$ cat src/msp_pkg.sv
// Shared types and constants for the MIDI stream parser.
`timescale 1ns / 1ps
package msp_pkg;

  localparam int SysexBufBytes = 1024;
  localparam int SysexCapInt   = (SysexBufBytes < 2047) ? SysexBufBytes : 2047;
  localparam int SysexLenW     = 11;
  localparam logic [SysexLenW-1:0] SysexCap = SysexCapInt[SysexLenW-1:0];

  localparam int FifoDepth = 4;
  localparam int FifoPtrW  = $clog2(FifoDepth);
  localparam int FifoCntW  = $clog2(FifoDepth + 1);

  localparam int TdataW = 40;
  localparam int TuserW = 3;

  typedef enum logic [2:0] {
    KIND_CHAN      = 3'd0,
    KIND_COMMON    = 3'd1,
    KIND_SYSEX_END = 3'd2,
    KIND_REALTIME  = 3'd3,
    KIND_TUNE      = 3'd4
  } kind_e;

  // low three bits of a system common status
  typedef enum logic [2:0] {
    SC_SYSEX_START = 3'd0,
    SC_MTC         = 3'd1,
    SC_SONG_POS    = 3'd2,
    SC_SONG_SEL    = 3'd3,
    SC_UNDEF       = 3'd4,
    SC_BUS_SEL     = 3'd5,
    SC_TUNE        = 3'd6,
    SC_EOX         = 3'd7
  } sys_code_e;

  localparam logic [3:0] NibSystem = 4'hF;
  localparam logic [3:0] CodeTune  = 4'h6;

  typedef struct packed {
    kind_e                kind;
    logic [3:0]           status_nibble;
    logic [3:0]           chan_or_code;
    logic [6:0]           data_first;
    logic [6:0]           data_second;
    logic [SysexLenW-1:0] sysex_count;
    logic                 sysex_overflowed;
    logic                 last;
  } result_t;

  // up to two results per input byte; b only ever follows a
  typedef struct packed {
    logic    a_vld;
    logic    b_vld;
    result_t a;
    result_t b;
  } push_t;

  // data bytes a channel message needs, by status bits [6:4]
  function automatic logic [1:0] need_bytes(input logic [2:0] sel);
    logic [1:0] n;
    case (sel)
      3'd4:    n = 2'd1;
      3'd5:    n = 2'd1;
      3'd7:    n = 2'd0;
      default: n = 2'd2;
    endcase
    return n;
  endfunction

endpackage

$ cat src/midi_stream_parser_core.sv
// Top level of the MIDI byte stream parser with running status.
//
// Input channel s_axis_*: one received MIDI byte per request in tdata[7:0].
// Output channel m_axis_*: one parsed message per request. tuser carries the
// message kind, tlast marks the last result caused by one input byte.
// A byte is registered on accept, then decoded against the parser state and,
// once the queue has room, written into a four-entry result queue; the queue
// count is registered, so a result shows on m_axis once it has been written.
// Throughput is one byte per cycle while the queue has room. Only a status
// byte that closes a sysex and is itself a tune request makes two results;
// the single output port then drains one per cycle while m_axis_tready_i
// is high and the queue absorbs the extra one. The input side stalls when
// the queue holds more than two results, so a receiver that holds
// m_axis_tready_i low backs up into s_axis_tready_o after a few requests;
// nothing is dropped. s_axis_tready_o depends only on registered state.
// Reset clears the running status, sysex count and flags and empties the
// queue; no clearing pass is needed.
`timescale 1ns / 1ps
module midi_stream_parser_core (
  input  logic                       clk_i,
  input  logic                       rst_ni,
  input  logic                       s_axis_tvalid_i,
  output logic                       s_axis_tready_o,
  input  logic [7:0]                 s_axis_tdata_i,   // [7:0] rx_byte
  output logic                       m_axis_tvalid_o,
  input  logic                       m_axis_tready_i,
  // [3:0] status_nibble, [7:4] chan_or_code, [14:8] data_first,
  // [21:15] data_second, [32:22] sysex_count, [33] sysex_overflowed, rest 0
  output logic [msp_pkg::TdataW-1:0] m_axis_tdata_o,
  output logic [msp_pkg::TuserW-1:0] m_axis_tuser_o,   // [2:0] kind
  output logic                       m_axis_tlast_o
);

  logic       in_vld_q;
  logic [7:0] in_byte_q;
  logic       room;
  logic       step;

  msp_pkg::push_t   push;
  msp_pkg::result_t head;

  assign step            = in_vld_q && room;
  assign s_axis_tready_o = !in_vld_q || step;

  always_ff @(posedge clk_i or negedge rst_ni) begin
    if (!rst_ni) begin
      in_vld_q <= 1'b0;
    end else if (s_axis_tready_o) begin
      in_vld_q <= s_axis_tvalid_i;
    end
  end

  always_ff @(posedge clk_i) begin
    if (s_axis_tready_o && s_axis_tvalid_i) begin
      in_byte_q <= s_axis_tdata_i;
    end
  end

  msp_decode u_decode (
    .clk_i  (clk_i),
    .rst_ni (rst_ni),
    .step_i (step),
    .byte_i (in_byte_q),
    .push_o (push)
  );

  msp_out_fifo u_out_fifo (
    .clk_i   (clk_i),
    .rst_ni  (rst_ni),
    .push_i  (push),
    .room_o  (room),
    .valid_o (m_axis_tvalid_o),
    .ready_i (m_axis_tready_i),
    .head_o  (head)
  );

  assign m_axis_tdata_o = {6'd0, head.sysex_overflowed, head.sysex_count,
                           head.data_second, head.data_first,
                           head.chan_or_code, head.status_nibble};
  assign m_axis_tuser_o = head.kind;
  assign m_axis_tlast_o = head.last;

endmodule

$ cat src/msp_decode.sv
// Parser state and per-byte decode into at most two results.
`timescale 1ns / 1ps
module msp_decode (
  input  logic             clk_i,
  input  logic             rst_ni,
  input  logic             step_i,
  input  logic [7:0]       byte_i,
  output msp_pkg::push_t   push_o
);

  logic [3:0]  run_status_q, run_status_d;
  logic [3:0]  run_code_q, run_code_d;
  logic        have_status_q, have_status_d;
  logic        discard_q, discard_d;
  logic [1:0]  needed_q, needed_d;
  logic [1:0]  seen_q, seen_d;
  logic [6:0]  first_q, first_d;
  logic [6:0]  second_q, second_d;
  logic        in_sysex_q, in_sysex_d;
  logic [msp_pkg::SysexLenW-1:0] sx_len_q, sx_len_d;
  logic        sx_over_q, sx_over_d;

  msp_pkg::push_t push;
  logic [3:0] hi, lo;
  logic [1:0] seen_inc;

  assign hi       = byte_i[7:4];
  assign lo       = byte_i[3:0];
  assign seen_inc = seen_q + 2'd1;

  always_comb begin
    run_status_d  = run_status_q;
    run_code_d    = run_code_q;
    have_status_d = have_status_q;
    discard_d     = discard_q;
    needed_d      = needed_q;
    seen_d        = seen_q;
    first_d       = first_q;
    second_d      = second_q;
    in_sysex_d    = in_sysex_q;
    sx_len_d      = sx_len_q;
    sx_over_d     = sx_over_q;
    push          = '0;

    if (byte_i[7]) begin
      if (hi == msp_pkg::NibSystem && byte_i[3]) begin
        // realtime: passes through, touches no state
        push.a_vld           = 1'b1;
        push.a.kind          = msp_pkg::KIND_REALTIME;
        push.a.status_nibble = msp_pkg::NibSystem;
        push.a.chan_or_code  = lo;
      end else begin
        if (in_sysex_q) begin
          push.a_vld              = 1'b1;
          push.a.kind             = msp_pkg::KIND_SYSEX_END;
          push.a.status_nibble    = msp_pkg::NibSystem;
          push.a.sysex_count      = sx_len_q;
          push.a.sysex_overflowed = sx_over_q;
          in_sysex_d              = 1'b0;
          sx_over_d               = 1'b0;
        end
        if (hi == msp_pkg::NibSystem) begin
          case (msp_pkg::sys_code_e'(lo[2:0]))
            msp_pkg::SC_SYSEX_START: begin
              in_sysex_d = 1'b1;
              sx_len_d   = '0;
              sx_over_d  = 1'b0;
            end
            msp_pkg::SC_MTC, msp_pkg::SC_SONG_SEL: begin
              run_status_d  = msp_pkg::NibSystem;
              run_code_d    = lo;
              needed_d      = 2'd1;
              seen_d        = 2'd0;
              have_status_d = 1'b1;
              discard_d     = 1'b0;
            end
            msp_pkg::SC_SONG_POS, msp_pkg::SC_BUS_SEL: begin
              run_status_d  = msp_pkg::NibSystem;
              run_code_d    = lo;
              needed_d      = 2'd2;
              seen_d        = 2'd0;
              have_status_d = 1'b1;
              discard_d     = 1'b0;
            end
            msp_pkg::SC_TUNE: begin
              if (push.a_vld) begin
                push.b_vld           = 1'b1;
                push.b.kind          = msp_pkg::KIND_TUNE;
                push.b.status_nibble = msp_pkg::NibSystem;
                push.b.chan_or_code  = msp_pkg::CodeTune;
              end else begin
                push.a_vld           = 1'b1;
                push.a.kind          = msp_pkg::KIND_TUNE;
                push.a.status_nibble = msp_pkg::NibSystem;
                push.a.chan_or_code  = msp_pkg::CodeTune;
              end
            end
            msp_pkg::SC_UNDEF: begin
              discard_d = 1'b1;
              seen_d    = 2'd0;
            end
            default: begin
              // EOX: any open sysex was reported above
            end
          endcase
        end else begin
          run_status_d  = hi;
          run_code_d    = lo;
          needed_d      = msp_pkg::need_bytes(hi[2:0]);
          seen_d        = 2'd0;
          have_status_d = 1'b1;
          discard_d     = 1'b0;
        end
      end
    end else if (in_sysex_q) begin
      if (sx_len_q < msp_pkg::SysexCap) begin
        sx_len_d = sx_len_q + 1'b1;
      end else begin
        sx_over_d = 1'b1;
      end
    end else if (have_status_q && !discard_q) begin
      if (seen_q == 2'd0) begin
        first_d = byte_i[6:0];
      end else begin
        second_d = byte_i[6:0];
      end
      seen_d = seen_inc;
      if (seen_inc >= needed_q) begin
        seen_d               = 2'd0;
        push.a_vld           = 1'b1;
        push.a.kind          = (run_status_q == msp_pkg::NibSystem) ?
                               msp_pkg::KIND_COMMON : msp_pkg::KIND_CHAN;
        push.a.status_nibble = run_status_q;
        push.a.chan_or_code  = run_code_q;
        push.a.data_first    = first_d;
        push.a.data_second   = second_d;
      end
    end

    if (push.b_vld) begin
      push.b.last = 1'b1;
    end else begin
      push.a.last = push.a_vld;
    end
  end

  always_comb begin
    push_o       = push;
    push_o.a_vld = push.a_vld & step_i;
    push_o.b_vld = push.b_vld & step_i;
  end

  always_ff @(posedge clk_i or negedge rst_ni) begin
    if (!rst_ni) begin
      run_status_q  <= '0;
      run_code_q    <= '0;
      have_status_q <= 1'b0;
      discard_q     <= 1'b0;
      needed_q      <= '0;
      seen_q        <= '0;
      first_q       <= '0;
      second_q      <= '0;
      in_sysex_q    <= 1'b0;
      sx_len_q      <= '0;
      sx_over_q     <= 1'b0;
    end else if (step_i) begin
      run_status_q  <= run_status_d;
      run_code_q    <= run_code_d;
      have_status_q <= have_status_d;
      discard_q     <= discard_d;
      needed_q      <= needed_d;
      seen_q        <= seen_d;
      first_q       <= first_d;
      second_q      <= second_d;
      in_sysex_q    <= in_sysex_d;
      sx_len_q      <= sx_len_d;
      sx_over_q     <= sx_over_d;
    end
  end

endmodule

$ cat src/msp_out_fifo.sv
// Result queue: takes up to two results a cycle, hands out one.
`timescale 1ns / 1ps
module msp_out_fifo (
  input  logic             clk_i,
  input  logic             rst_ni,
  input  msp_pkg::push_t   push_i,
  output logic             room_o,
  output logic             valid_o,
  input  logic             ready_i,
  output msp_pkg::result_t head_o
);

  msp_pkg::result_t mem_q [msp_pkg::FifoDepth];
  logic [msp_pkg::FifoPtrW-1:0] wr_ptr_q, wr_ptr_d, rd_ptr_q, rd_ptr_d;
  logic [msp_pkg::FifoCntW-1:0] cnt_q, cnt_d;
  logic [msp_pkg::FifoPtrW-1:0] wr_ptr_nxt;
  logic pop;
  logic [1:0] push_n;

  assign wr_ptr_nxt = wr_ptr_q + 1'b1;
  assign pop        = valid_o && ready_i;
  assign push_n     = {1'b0, push_i.a_vld} + {1'b0, push_i.b_vld};
  assign valid_o    = (cnt_q != '0);
  assign head_o     = mem_q[rd_ptr_q];
  // room for two whole results, from registered state only
  assign room_o     = (cnt_q <= msp_pkg::FifoCntW'(msp_pkg::FifoDepth - 2));

  always_comb begin
    wr_ptr_d = wr_ptr_q + msp_pkg::FifoPtrW'(push_n);
    rd_ptr_d = rd_ptr_q + msp_pkg::FifoPtrW'(pop);
    cnt_d    = cnt_q + msp_pkg::FifoCntW'(push_n) - msp_pkg::FifoCntW'(pop);
  end

  always_ff @(posedge clk_i) begin
    if (push_i.a_vld) begin
      mem_q[wr_ptr_q] <= push_i.a;
    end
    if (push_i.b_vld) begin
      mem_q[wr_ptr_nxt] <= push_i.b;
    end
  end

  always_ff @(posedge clk_i or negedge rst_ni) begin
    if (!rst_ni) begin
      wr_ptr_q <= '0;
      rd_ptr_q <= '0;
      cnt_q    <= '0;
    end else begin
      wr_ptr_q <= wr_ptr_d;
      rd_ptr_q <= rd_ptr_d;
      cnt_q    <= cnt_d;
    end
  end

  a_cnt_bound: assert property (@(posedge clk_i) disable iff (!rst_ni)
    cnt_q <= msp_pkg::FifoCntW'(msp_pkg::FifoDepth))
    else $error("result queue count past depth");

  a_push_room: assert property (@(posedge clk_i) disable iff (!rst_ni)
    push_i.a_vld |-> room_o)
    else $error("result pushed without room");

  a_b_after_a: assert property (@(posedge clk_i) disable iff (!rst_ni)
    push_i.b_vld |-> push_i.a_vld)
    else $error("second result without first");

  a_last_mark: assert property (@(posedge clk_i) disable iff (!rst_ni)
    push_i.b_vld |-> (push_i.b.last && !push_i.a.last))
    else $error("last flag on wrong result of a pair");

  a_cnt_track: assert property (@(posedge clk_i) disable iff (!rst_ni)
    (push_n == 2'd0 && !pop) |=> $stable(cnt_q))
    else $error("queue count moved with no request");

endmodule

$ cat config.mk
export PLATFORM = sky130hd
export DESIGN_NAME = midi_stream_parser_core
export DESIGN_NICKNAME = d
export VERILOG_FILES = /design/src/msp_pkg.sv /design/src/midi_stream_parser_core.sv /design/src/msp_decode.sv /design/src/msp_out_fifo.sv
export SDC_FILE = /design/constraint.sdc
export NUM_CORES = 1
export LEC_CHECK = 0
export BUFFER_PORTS_ARGS = -buffer_cell sky130_fd_sc_hd__buf_2
export CORE_AREA = 2 2 135 189
export CTS_CLUSTER_DIAMETER = 120
export DETAILED_ROUTE_END_ITERATION = 10
export DIE_AREA = 0 0 137 191
export GPL_ROUTABILITY_DRIVEN = 1
export PLACE_DENSITY_LB_ADDON = 0.08
export SLEW_MARGIN = 10
export SYNTH_ARGS = -nofsm -noshare
export SYNTH_HDL_FRONTEND = slang
export SYNTH_HIERARCHICAL = 1
export SYNTH_SLANG_ARGS = --single-unit
$ cat constraint.sdc
create_clock -name clk_i -period 9.2 [get_ports clk_i]
set_input_delay 0.92 -clock clk_i [delete_from_list [all_inputs] [get_ports clk_i]]
set_output_delay 0.92 -clock clk_i [all_outputs]
set_load 0.01 [all_outputs]
# Word level (Yosys, flattened, before mapping)
# Memory sizes are Yosys's and may differ from the RTL's.
# Index checks and enable logic that the tools add are counted.
# W data, S select, Z words.
dict set report word_totals {
  wordCells 151
  regBits 57
  ram_bits 152
  output_inout_bits 46
  inputBits 12
  memories 1
}
# name depth width read_ports rd_ports_with_merged_regs wr line
set mem_list {}
lappend mem_list {u_out_fifo.mem_q 4 38 1 0 2 msp_out_fifo.sv:13} ;# msp_pkg::result_t mem_q [msp_pkg::FifoDepth];
dict set report classes {
  n_addsub 8
  bitwise_logic 5
  reduce_logical 27
  n_eq_ne 20
  order_cmp 3
  muxes 71
}
# cell n
set ops {}
lappend ops {{$mux W11} 14}
lappend ops {{$mux W25} 3}
lappend ops {{$mux W12} 3}
lappend ops {{$mux W1} 30}
lappend ops {{$mux W13} 2}
lappend ops {{$reduce_and A4 Y1} 5}
lappend ops {{$eq A3 B3 Y1 const B} 6}
lappend ops {{$mux W2} 8}
lappend ops {{$mux W4} 4}
lappend ops {{$mux W14} 1}
lappend ops {{$mux W7} 2}
lappend ops {{$add A11 B1 Y11 const B} 1}
lappend ops {{$lt A11 B11 Y1 const B} 1}
lappend ops {{$ne A3 B3 Y1 const B} 3}
lappend ops {{$eq A4 B4 Y1 const B} 2}
lappend ops {{$ne A2 B2 Y1 const B} 4}
lappend ops {{$pmux W2 S2} 2}
lappend ops {{$eq A3 B2 Y1 const B} 2}
lappend ops {{$mux W6} 1}
lappend ops {{$reduce_and A6 Y1} 1}
lappend ops {{$reduce_bool A2 Y1} 3}
lappend ops {{$reduce_or A2 Y1} 3}
lappend ops {{$logic_and A1 B1 Y1} 5}
lappend ops {{$reduce_and A5 Y1} 1}
lappend ops {{21 further kinds} 27}

# Logic depth before layout (Yosys ltp)
# Gate-level depths: netlist of the first run.
dict set report depth {
  ltp_word 13
  mapped_depth 14
  ltp_nobuf 13
}

# Hierarchy
# The synthesis of the first run kept the hierarchy.
# mod n_inst seq_area_each_um2 area_each_um2 cells_each
set by_module_without_submodules {}
lappend by_module_without_submodules {msp_out_fifo 1 4739.5 7797.5 407}
lappend by_module_without_submodules {msp_decode 1 1001.0 2675.1 284}
lappend by_module_without_submodules {midi_stream_parser_core 1 265.3 349.1 20}

# Least setup slack after synthesis of the first run
# Ideal clock, no wire load.
dict set report synth_timing {
  path_kind {reg2reg}
  from {register u_decode.seen_q[0]}
  to {memory u_out_fifo/mem_q[2][0] (netlist name), enable pin}
  path_slack_ps 4325
  arrival_time_ps 4389
  stages_incl_launch_ff 10
  synth_period_minus_slack_ps 4875
  setup_time_ps 486
  path_cell_list {dfrtp_1 -> inv_1 -> ha_1 -> ha_1 -> a21oi_1 -> nor2b_1 -> clkbuf_1 -> o21a_1 -> nand2_1 -> o21ai_0}
}
# element line
set synth_lines {}
lappend synth_lines {{start: declaration} msp_decode.sv:16} ;# logic [1:0] seen_q, seen_d;
lappend synth_lines {{start signal: assignment} msp_decode.sv:172} ;# seen_q <= seen_d;
lappend synth_lines {{end: declaration} msp_out_fifo.sv:13}

==> metrics.yaml, run 1 <==
place:
  dpl.hpwl_mm: 15.0
  place_congestion: 0.791
  place_ws_ns: 4.99
  placed_area_sq_um: 11100
  port_buffers: 51
grt:
  grt_pass1_wl_mm: 37.7
  grt_max_degree: 49
  track_usage_pct: 19.0
  grt_pass1_vias: 6529
  grt_overflow: 0
  antenna_found_initial: 0
clocking:
  cts_num_sinks: 208
  cts_max_path_buffers: 3
  cts_inserted_buffers: 22
  cts_resized: 0
  clk_latency_ns: 0.51
  cts_max_level: 1
  tritoncts: "built"
  cts_setup_buffers: 0
  path_clk_slew_ns: 0.06
  ctsHoldBuffers: 0
  cts-root-buf: "clkbuf_16"
drt:
  antenna_left: 0
  dr.pass1.iters: 4
  via_per_inst: 5.53
  wl_mm: 23.8
  drt_iter0_drc: 347
  vias: 5952
  wl_per_cell_microns: 22.1
  drc_errors: 0
floorplan:
  design.core.area_sq_um: 24500
  core.rowCount: 68
  num_io_pins: 58
  initial_core_util_pct: 44.2
  dieArea_sq_um: 26200
  die_w_microns: 137
  die_h_microns: 191
synth:
  syn_area_sq_um: 10800
  yosysTopAreaCell: "edfxtp_1"
  syn_area_per_cell_sq_um: 15.2
  synth_top_cell_area_share_pct: 44.4
  yosys_warnings: 6
  synthFlopType: "edfxtp_1"
  synth-seq-area-share_pct: 55.5
  ys_seq_elements: 208
  yosysMostFrequentCell: "edfxtp_1"
  synthTopCellsByArea: "edfxtp_1 (44%), mux2_2 (16%), dfrtp_1 (11%), mux4_2 (7.9%), buf_4 (3.3%)"
  postSynthCellCount: 711
  synth_common_cells: "edfxtp_1 (160), mux2_2 (150), buf_4 (48), dfrtp_1 (48), mux4_2 (38)"
  synth-edff-count: 160
  synth_cell_types: 63
  async_reset_ff_share_pct: 23.1
critical_path:
  cp.required_ns: 9.33
  r2r_start: "in_byte_q[7]$_DFFE_PP_"
  r2r_end: "u_out_fifo/mem_q[0][15]$_DFFE_PP_"
  critical_path_arrival_ns: 4.34
  cp_max_fo: 38
  crit_type: "reg -> reg"
  r2r_slack_ns: 4.99
  endpoint_kind: "register"
  reg2reg_depth: 9
  critPathLaunchType: "register"
timing:
  timing.fmax_mhz: 238
  skew_ns: 0.0193
  rsz0062_at_grt: "false"
  tns_ns: 0
  finalCritPeriodShare_pct: 45.8
  slew_headroom_pct: 19.4
  setup_slack_ns: 4.99
  worst_slew_pin_slew_ns: 1.21
  min_period_ns: 4.21
  finalSetupViolations: 0
  hold_violations: 0
  slew_violations: 0
cells_and_area:
  post_route_cells_drive_above_1_share_pct: 41.7
  area_delta_synth_final_pct: 10.1
  antenna-diode-count: 0
  stdcell_area_sq_um: 11900
  nets: 766
  fin_util_pct: 48.6
power_and_ir_drop:
  peakVddDrop_mv: 0.205
  p_leak_uw: 0.00467
  power_density_nw_per_um2: 291
hold_path:
  hold_class: "reg -> reg"
  hold-path-endpoint: "u_decode/second_q[3]$_DFFE_PN0P_"
  min-delay-start: "u_decode/second_q[3]$_DFFE_PN0P_"
  hold_path_depth: 2
job:
  maxCapViolCount: 0
outcome:
  status: "finished clean"
[metal layers]
layer | global-route usage, % | vias up | part of all wire (%)
met3 | 2.31 | 27 | 3.0
met2 | 33.8 | 89 | 52
li1 | - | 2740 | -
met1 | 24.7 | 3096 | 43
met5 | 0 | - | 0
met4 | 4.08 | 0 | 1.6
[layout by cell type, fill, tap and decap left out, types with 9 or more instances in the layout]
cell type  Yosys  layout
buf_2         13      51
dfrtp_1       48      46
buf_4         48      11
mux2_1         9       9
nor2_1        23      22
a21oi_1       11      11
nand2_1       11      11
conb_1         2      36
o21ai_0       18      16
edfxtp_1     160     160
mux2_2       150     150
and2_1        15      15
inv_1         13      13
mux2i_1       15      15
mux4_2        38      38
mux2_4         9       9
clkbuf_16      0      26
[registers in the layout, summed over array words and instances, names as in the netlist, 3 cells and up]
register / flops
u_decode/first_q: 7
u_out_fifo/mem_q: 152
u_decode/run_code_q: 4
in_byte_q: 8
u_decode/run_status_q: 4
u_decode/sx_len_q: 11
u_decode/second_q: 7
u_out_fifo/cnt_q: 3
[through the flow]
step	power [uW]	hold WS, ns	std cells
after global routing	3670	0.527	1076
final	3470	0.487	1076
after detailed placement	2560	0.475	1036
after floorplan	2220	0.449	745
after global placement	2530	0.465	1036
after CTS	3520	0.489	1076
[critical path, stage by stage, from the launching register on]
cell,delay [ns]
edfxtp_1,0.64
and4_4,0.39
nand4b_1,0.20
nor2_1,0.15
buf_4,0.33
and2_1,0.35
nand3_2,0.61
buf_4,0.51
o21ai_4,0.09
buf_4,0.54
[power breakdown]
part | internal [uW] | switching, uW | total (uW) | leakage [uW]
clock | 576 | 373 | 949 | 0.000390
combinational | 575 | 539 | 1110 | 0.00221
sequential | 1230 | 171 | 1410 | 0.00207
[area by class of cell]
type / instances / area, sq um
fillers: 2130 / 12600
multi-input cells: 438 / 4330
repair buffers: 62 / 338
flip-flops and latches: 208 / 6010
well taps: 315 / 394
clock buffers: 33 / 727
inverters: 13 / 48.8
clock inverters: 7 / 65.1
[worst max-delay path by stage]
stage,startpoint,to,cells past startpoint
floorplan,u_decode/seen_q[0]$_DFFE_PN0P_,u_out_fifo/mem_q[2][0]$_DFFE_PP_,9
finish,in_byte_q[7]$_DFFE_PP_,u_out_fifo/mem_q[0][15]$_DFFE_PP_,9
global placement,in_byte_q[7]$_DFFE_PP_,u_out_fifo/mem_q[0][15]$_DFFE_PP_,9
detailed placement,in_byte_q[7]$_DFFE_PP_,u_out_fifo/mem_q[0][15]$_DFFE_PP_,9
CTS,in_byte_q[7]$_DFFE_PP_,u_out_fifo/mem_q[0][13]$_DFFE_PP_,9
global route,in_byte_q[7]$_DFFE_PP_,u_out_fifo/mem_q[0][13]$_DFFE_PP_,9
[cells by family after synthesis]
group / Yosys count / synth area share, %
AO/OA/AOI/OAI: 63 / 3.90
XOR/XNOR: 7 / 0.567
adder cells (fa/ha/maj): 9 / 1.11
buffers and inverters: 99 / 6.04
flip-flops: 208 / 55.5
multiplexers: 221 / 27.1
other: 2 / 0.0694
AND/OR/NAND/NOR: 102 / 5.73
(Power assumes the default switching activity.)
==> run 2: changes to the inputs <==
ABC_AREA = 1   (was not set)
CORE_AREA = 2 2 135 190   (was 2 2 135 189)
DIE_AREA = 0 0 137 192   (was 0 0 137 191)
clock period = 4 ns   (was 9.2 ns; I/O delays follow)
==> run 2 against run 1 <==
  * Maximum frequency grew 26%
  * Die area rose by 0.52%
  * Critical path depth rose by 4
  * Sequential power is 100% higher
  * Synthesized cell count up 75%
  * Count of clock-buffer cells in the layout decreased by 1
  * Register-to-register slack worse by 4.3 ns
  * Total power increased by 120%
  * Clock power rose by 130%
  * Via count increased by 36%
  * Combinational power is 140% higher
  * Critical path type unchanged
  * Highest routed layer unchanged
==> metrics.yaml, run 2 <==
place:
  port_buffers: 51  # unchanged
  place_congestion: 0.850  # +7.5%
  dpl.hpwl_mm: 16.9  # +13%
  dp.cells: 1562  # +51%
  place_ws_ns: 0.637  # -4.35 ns
drt:
  wl_mm: 26.0  # +9.0%
  vias: 8094  # +36%
  wl_met2_mm: 13.1  # +5.1%
  drc_errors: 0  # unchanged
  via_per_inst: 5.05  # -8.7%
  antenna_left: 0  # unchanged
  routed.top_layer: "met4"
  drt_iter0_drc: 458  # +32%
  dr.pass1.iters: 5  # +1
  wl_met3_microns: 982  # +39%
  wl_met1_mm: 11.4  # +11%
  wl_per_cell_microns: 16.2  # -27%
clocking:
  cts_inserted_buffers: 22  # unchanged
  cts_max_level: 1  # unchanged
  cts_num_sinks: 208  # unchanged
  cts-root-buf: "clkbuf_16"
  path_clk_slew_ns: 0.06  # about the same
  clk_latency_ns: 0.50  # about the same
  tritoncts: "built"
  cts_resized: 0  # unchanged
  cts_setup_buffers: 0  # unchanged
  ctsHoldBuffers: 1  # +1
  cts_max_path_buffers: 3  # unchanged
cells_and_area:
  final_cell_mix: "nand2_1 (270), o21ai_0 (192), nor2_1 (167)"
  final_cells: 1603  # +49%
  top_regs: "u_out_fifo/mem_q x152, u_decode/sx_len_q x11, in_byte_q x8"
  post_route_cells_drive_above_1_share_pct: 12.0  # -30 points
  largest_register: "u_out_fifo/mem_q"
  nets: 1293  # +69%
  multi_input_area_sq_um: 4060  # -6.3%
  final_common_cell: "nand2_1"
  largest_reg_flops: 152  # unchanged
  antenna-diode-count: 0  # unchanged
  nFillCells: 2324  # +9.1%
  ff_latch_area_sq_um: 6010  # about the same
  area_delta_synth_final_pct: 10.3
  fin_util_pct: 49.3  # +0.71 points
synth:
  yosysTopAreaCell: "edfxtp_1"
  synth-edff-count: 160  # unchanged
  synth_top_cell_area_share_pct: 43.9  # -0.55 points
  ys_seq_elements: 208  # unchanged
  yosys_warnings: 6  # unchanged
  synthTopCellsByArea: "edfxtp_1 (44%), dfrtp_1 (11%), nand2_1 (9.2%), o21ai_0 (8.8%), nor2_1 (5.7%)"
  async_reset_ff_share_pct: 23.1  # unchanged
  yosysMostFrequentCell: "nand2_1"
  synth-seq-area-share_pct: 54.8  # -0.68 points
  synth_common_cells: "nand2_1 (270), o21ai_0 (192), nor2_1 (167)"
  synthFlopType: "edfxtp_1"
  synth_cell_types: 36  # -43%
  syn_area_sq_um: 11000  # +1.2%
  syn_area_per_cell_sq_um: 8.79  # -42%
  postSynthCellCount: 1246  # +75%
power_and_ir_drop:
  power.switching_uw: 2820  # +160%
  seqPwrFrac_pct: 37.4  # -3.1 points
  power_density_nw_per_um2: 639  # +120%
  power.total_uw: 7720  # +120%
  peakVddDrop_mv: 0.381  # +86%
  p_sw_share_pct: 36.5  # +5.3 points
  p_int_uw: 4900  # +110%
  p_leak_uw: 0.00454  # -2.9%
  p_clk_share_pct: 27.7  # +0.3 points
  comb_power_share_pct: 34.9  # +2.8 points
timing:
  slew_headroom_pct: 35.2  # +16 points
  timing.fmax_mhz: 300  # +26%
  hold_violations: 0  # unchanged
  finalCritPeriodShare_pct: 83.3  # +38 points
  setup_slack_ns: 0.669  # -4.32 ns
  slew_violations: 0  # unchanged
  rsz0062_at_grt: "false"
  finalSetupViolations: 0  # unchanged
  min_period_ns: 3.33  # -0.878 ns
  worst_slew_pin_slew_ns: 0.971  # -0.235 ns
  skew_ns: 0.00938  # -0.00992 ns
critical_path:
  crit_buf_inv: 5  # +2
  crit_type: "reg -> reg"
  path_delay_family: "buffers and inverters"
  critical_path_arrival_ns: 3.47  # -0.87 ns
  endpoint_kind: "register"
  critPathSlowestCell: "o31ai_4"
  cp.required_ns: 4.14  # -5.19 ns
  crit_start: "u_decode/seen_q[0]$_DFFE_PN0P_"
  cp_max_fo: 30  # -21%
  r2r_start: "u_decode/seen_q[0]$_DFFE_PN0P_"
  critPathLaunchType: "register"
  cpPeakStageDelay_ns: 0.52  # -0.12 ns
  cp_cell_sequence: "inv_1, ha_1, ha_1, o21ai_0, nand2_1, nand2_1, inv_2, nor2_1, buf_4, nor2_1, inv_1, o31ai_4, buf_4"
floorplan:
  num_io_pins: 58  # unchanged
  die_h_microns: 192  # +0.52%
  core.rowCount: 68  # unchanged
  design.core.area_sq_um: 24500  # unchanged
  initial_core_util_pct: 44.7  # +0.55 points
  dieArea_sq_um: 26300  # +0.52%
  die_w_microns: 137  # unchanged
job:
  maxCapViolCount: 0  # unchanged
grt:
  grt_pass1_wl_mm: 41.2  # +9.3%
  grt_max_degree: 80  # +63%
  antenna_found_initial: 0  # unchanged
  track_usage_pct: 20.4  # +1.4 points
  grt_overflow: 0  # unchanged
  grt_pass1_vias: 7728  # +18%
hold_path:
  hold_class: "in -> reg"
  min-delay-start: "s_axis_tdata_i[2]"
outcome:
  status: "finished clean"
==> run 2: cell count changes after synthesis, moves of 13 or more <==
cell	previous run	this run
inv_1	13	88
nand2_1	11	270
and2_1	15	0
nand3_1	6	22
mux2i_1	15	2
clkbuf_1	11	26
o21ai_1	1	105
mux2_2	150	0
o21ai_0	18	192
mux4_2	38	0
nor2_1	23	167
==> run 2: worst paths after layout <==
| check | end | slack [ns] | cells after the start |
|---|---|---|---|
| worst max-delay path | u_out_fifo/mem_q[0][31]$_DFFE_PP_ | 0.67 | 13 |
| worst min-delay path | in_byte_q[2]$_DFFE_PP_ | 0.07 | 1 |
| worst max register to register | u_out_fifo/mem_q[0][31]$_DFFE_PP_ | 0.67 | 13 |
| worst min register to register | u_decode/seen_q[1]$_DFFE_PN0P_ | 0.47 | 2 |
| max in group asynchronous | u_decode/sx_len_q[9]$_DFFE_PN0P_ | 2.76 | 3 |
| min in group asynchronous | u_decode/second_q[6]$_DFFE_PN0P_ | 0.45 | 2 |
==> run 2: per-stage QoR <==
step	TNS, ns	hold slack [ns]	area (sq um)
final	0	0.0711	12100
after detailed placement	0	0.451	11300
after global routing	0	0.0542	12100
after CTS	0	0.0517	12100
after floorplan	-144.79	0.104	11100
after global placement	0	0.458	11300
==> run 2: metal layers <==
layer  global-route usage (%)  vias to the layer above
met1                     25.9                     3778
met5                        0                        -
met4                     4.92                        0
met2                     36.5                      139
li1                         -                     4147
met3                     2.53                       30
==> run 2: area by class of cell <==
cell class	count	share of cell area [%]
Timing Repair Buffer	78	4.02
Multi-Input combinational cell	866	33.6
Clock inverter	8	0.818
Sequential cell	208	49.7
Clock buffer	32	5.62
Tap cell	315	3.26
Inverter	96	3.02
==> run 2: kinds of logic (layout without fill, tap and decap cells) <==
group / after synthesis / count (layout) / synth area share [%]
AO/OA/AOI/OAI: 324 / 324 / 15.3
XOR/XNOR: 5 / 5 / 0.400
adder cells (fa/ha/maj): 9 / 9 / 1.10
buffers and inverters: 206 / 214 / 9.84
flip-flops: 208 / 208 / 54.8
multiplexers: 2 / 2 / 0.183
other: 2 / 36 / 0.0685
AND/OR/NAND/NOR: 490 / 490 / 18.3
==> run 2: power by group through the flow <==
| stage | Combinational (uW) | Sequential [uW] | Clock, uW |
|---|---|---|---|
| after floorplan | 1820 | 2880 | 0 |
| after global placement | 2700 | 2930 | 0 |
| after detailed placement | 2730 | 2930 | 0 |
| after CTS | 2740 | 2890 | 2180 |
| after global routing | 3050 | 2920 | 2280 |
| final | 2700 | 2890 | 2140 |
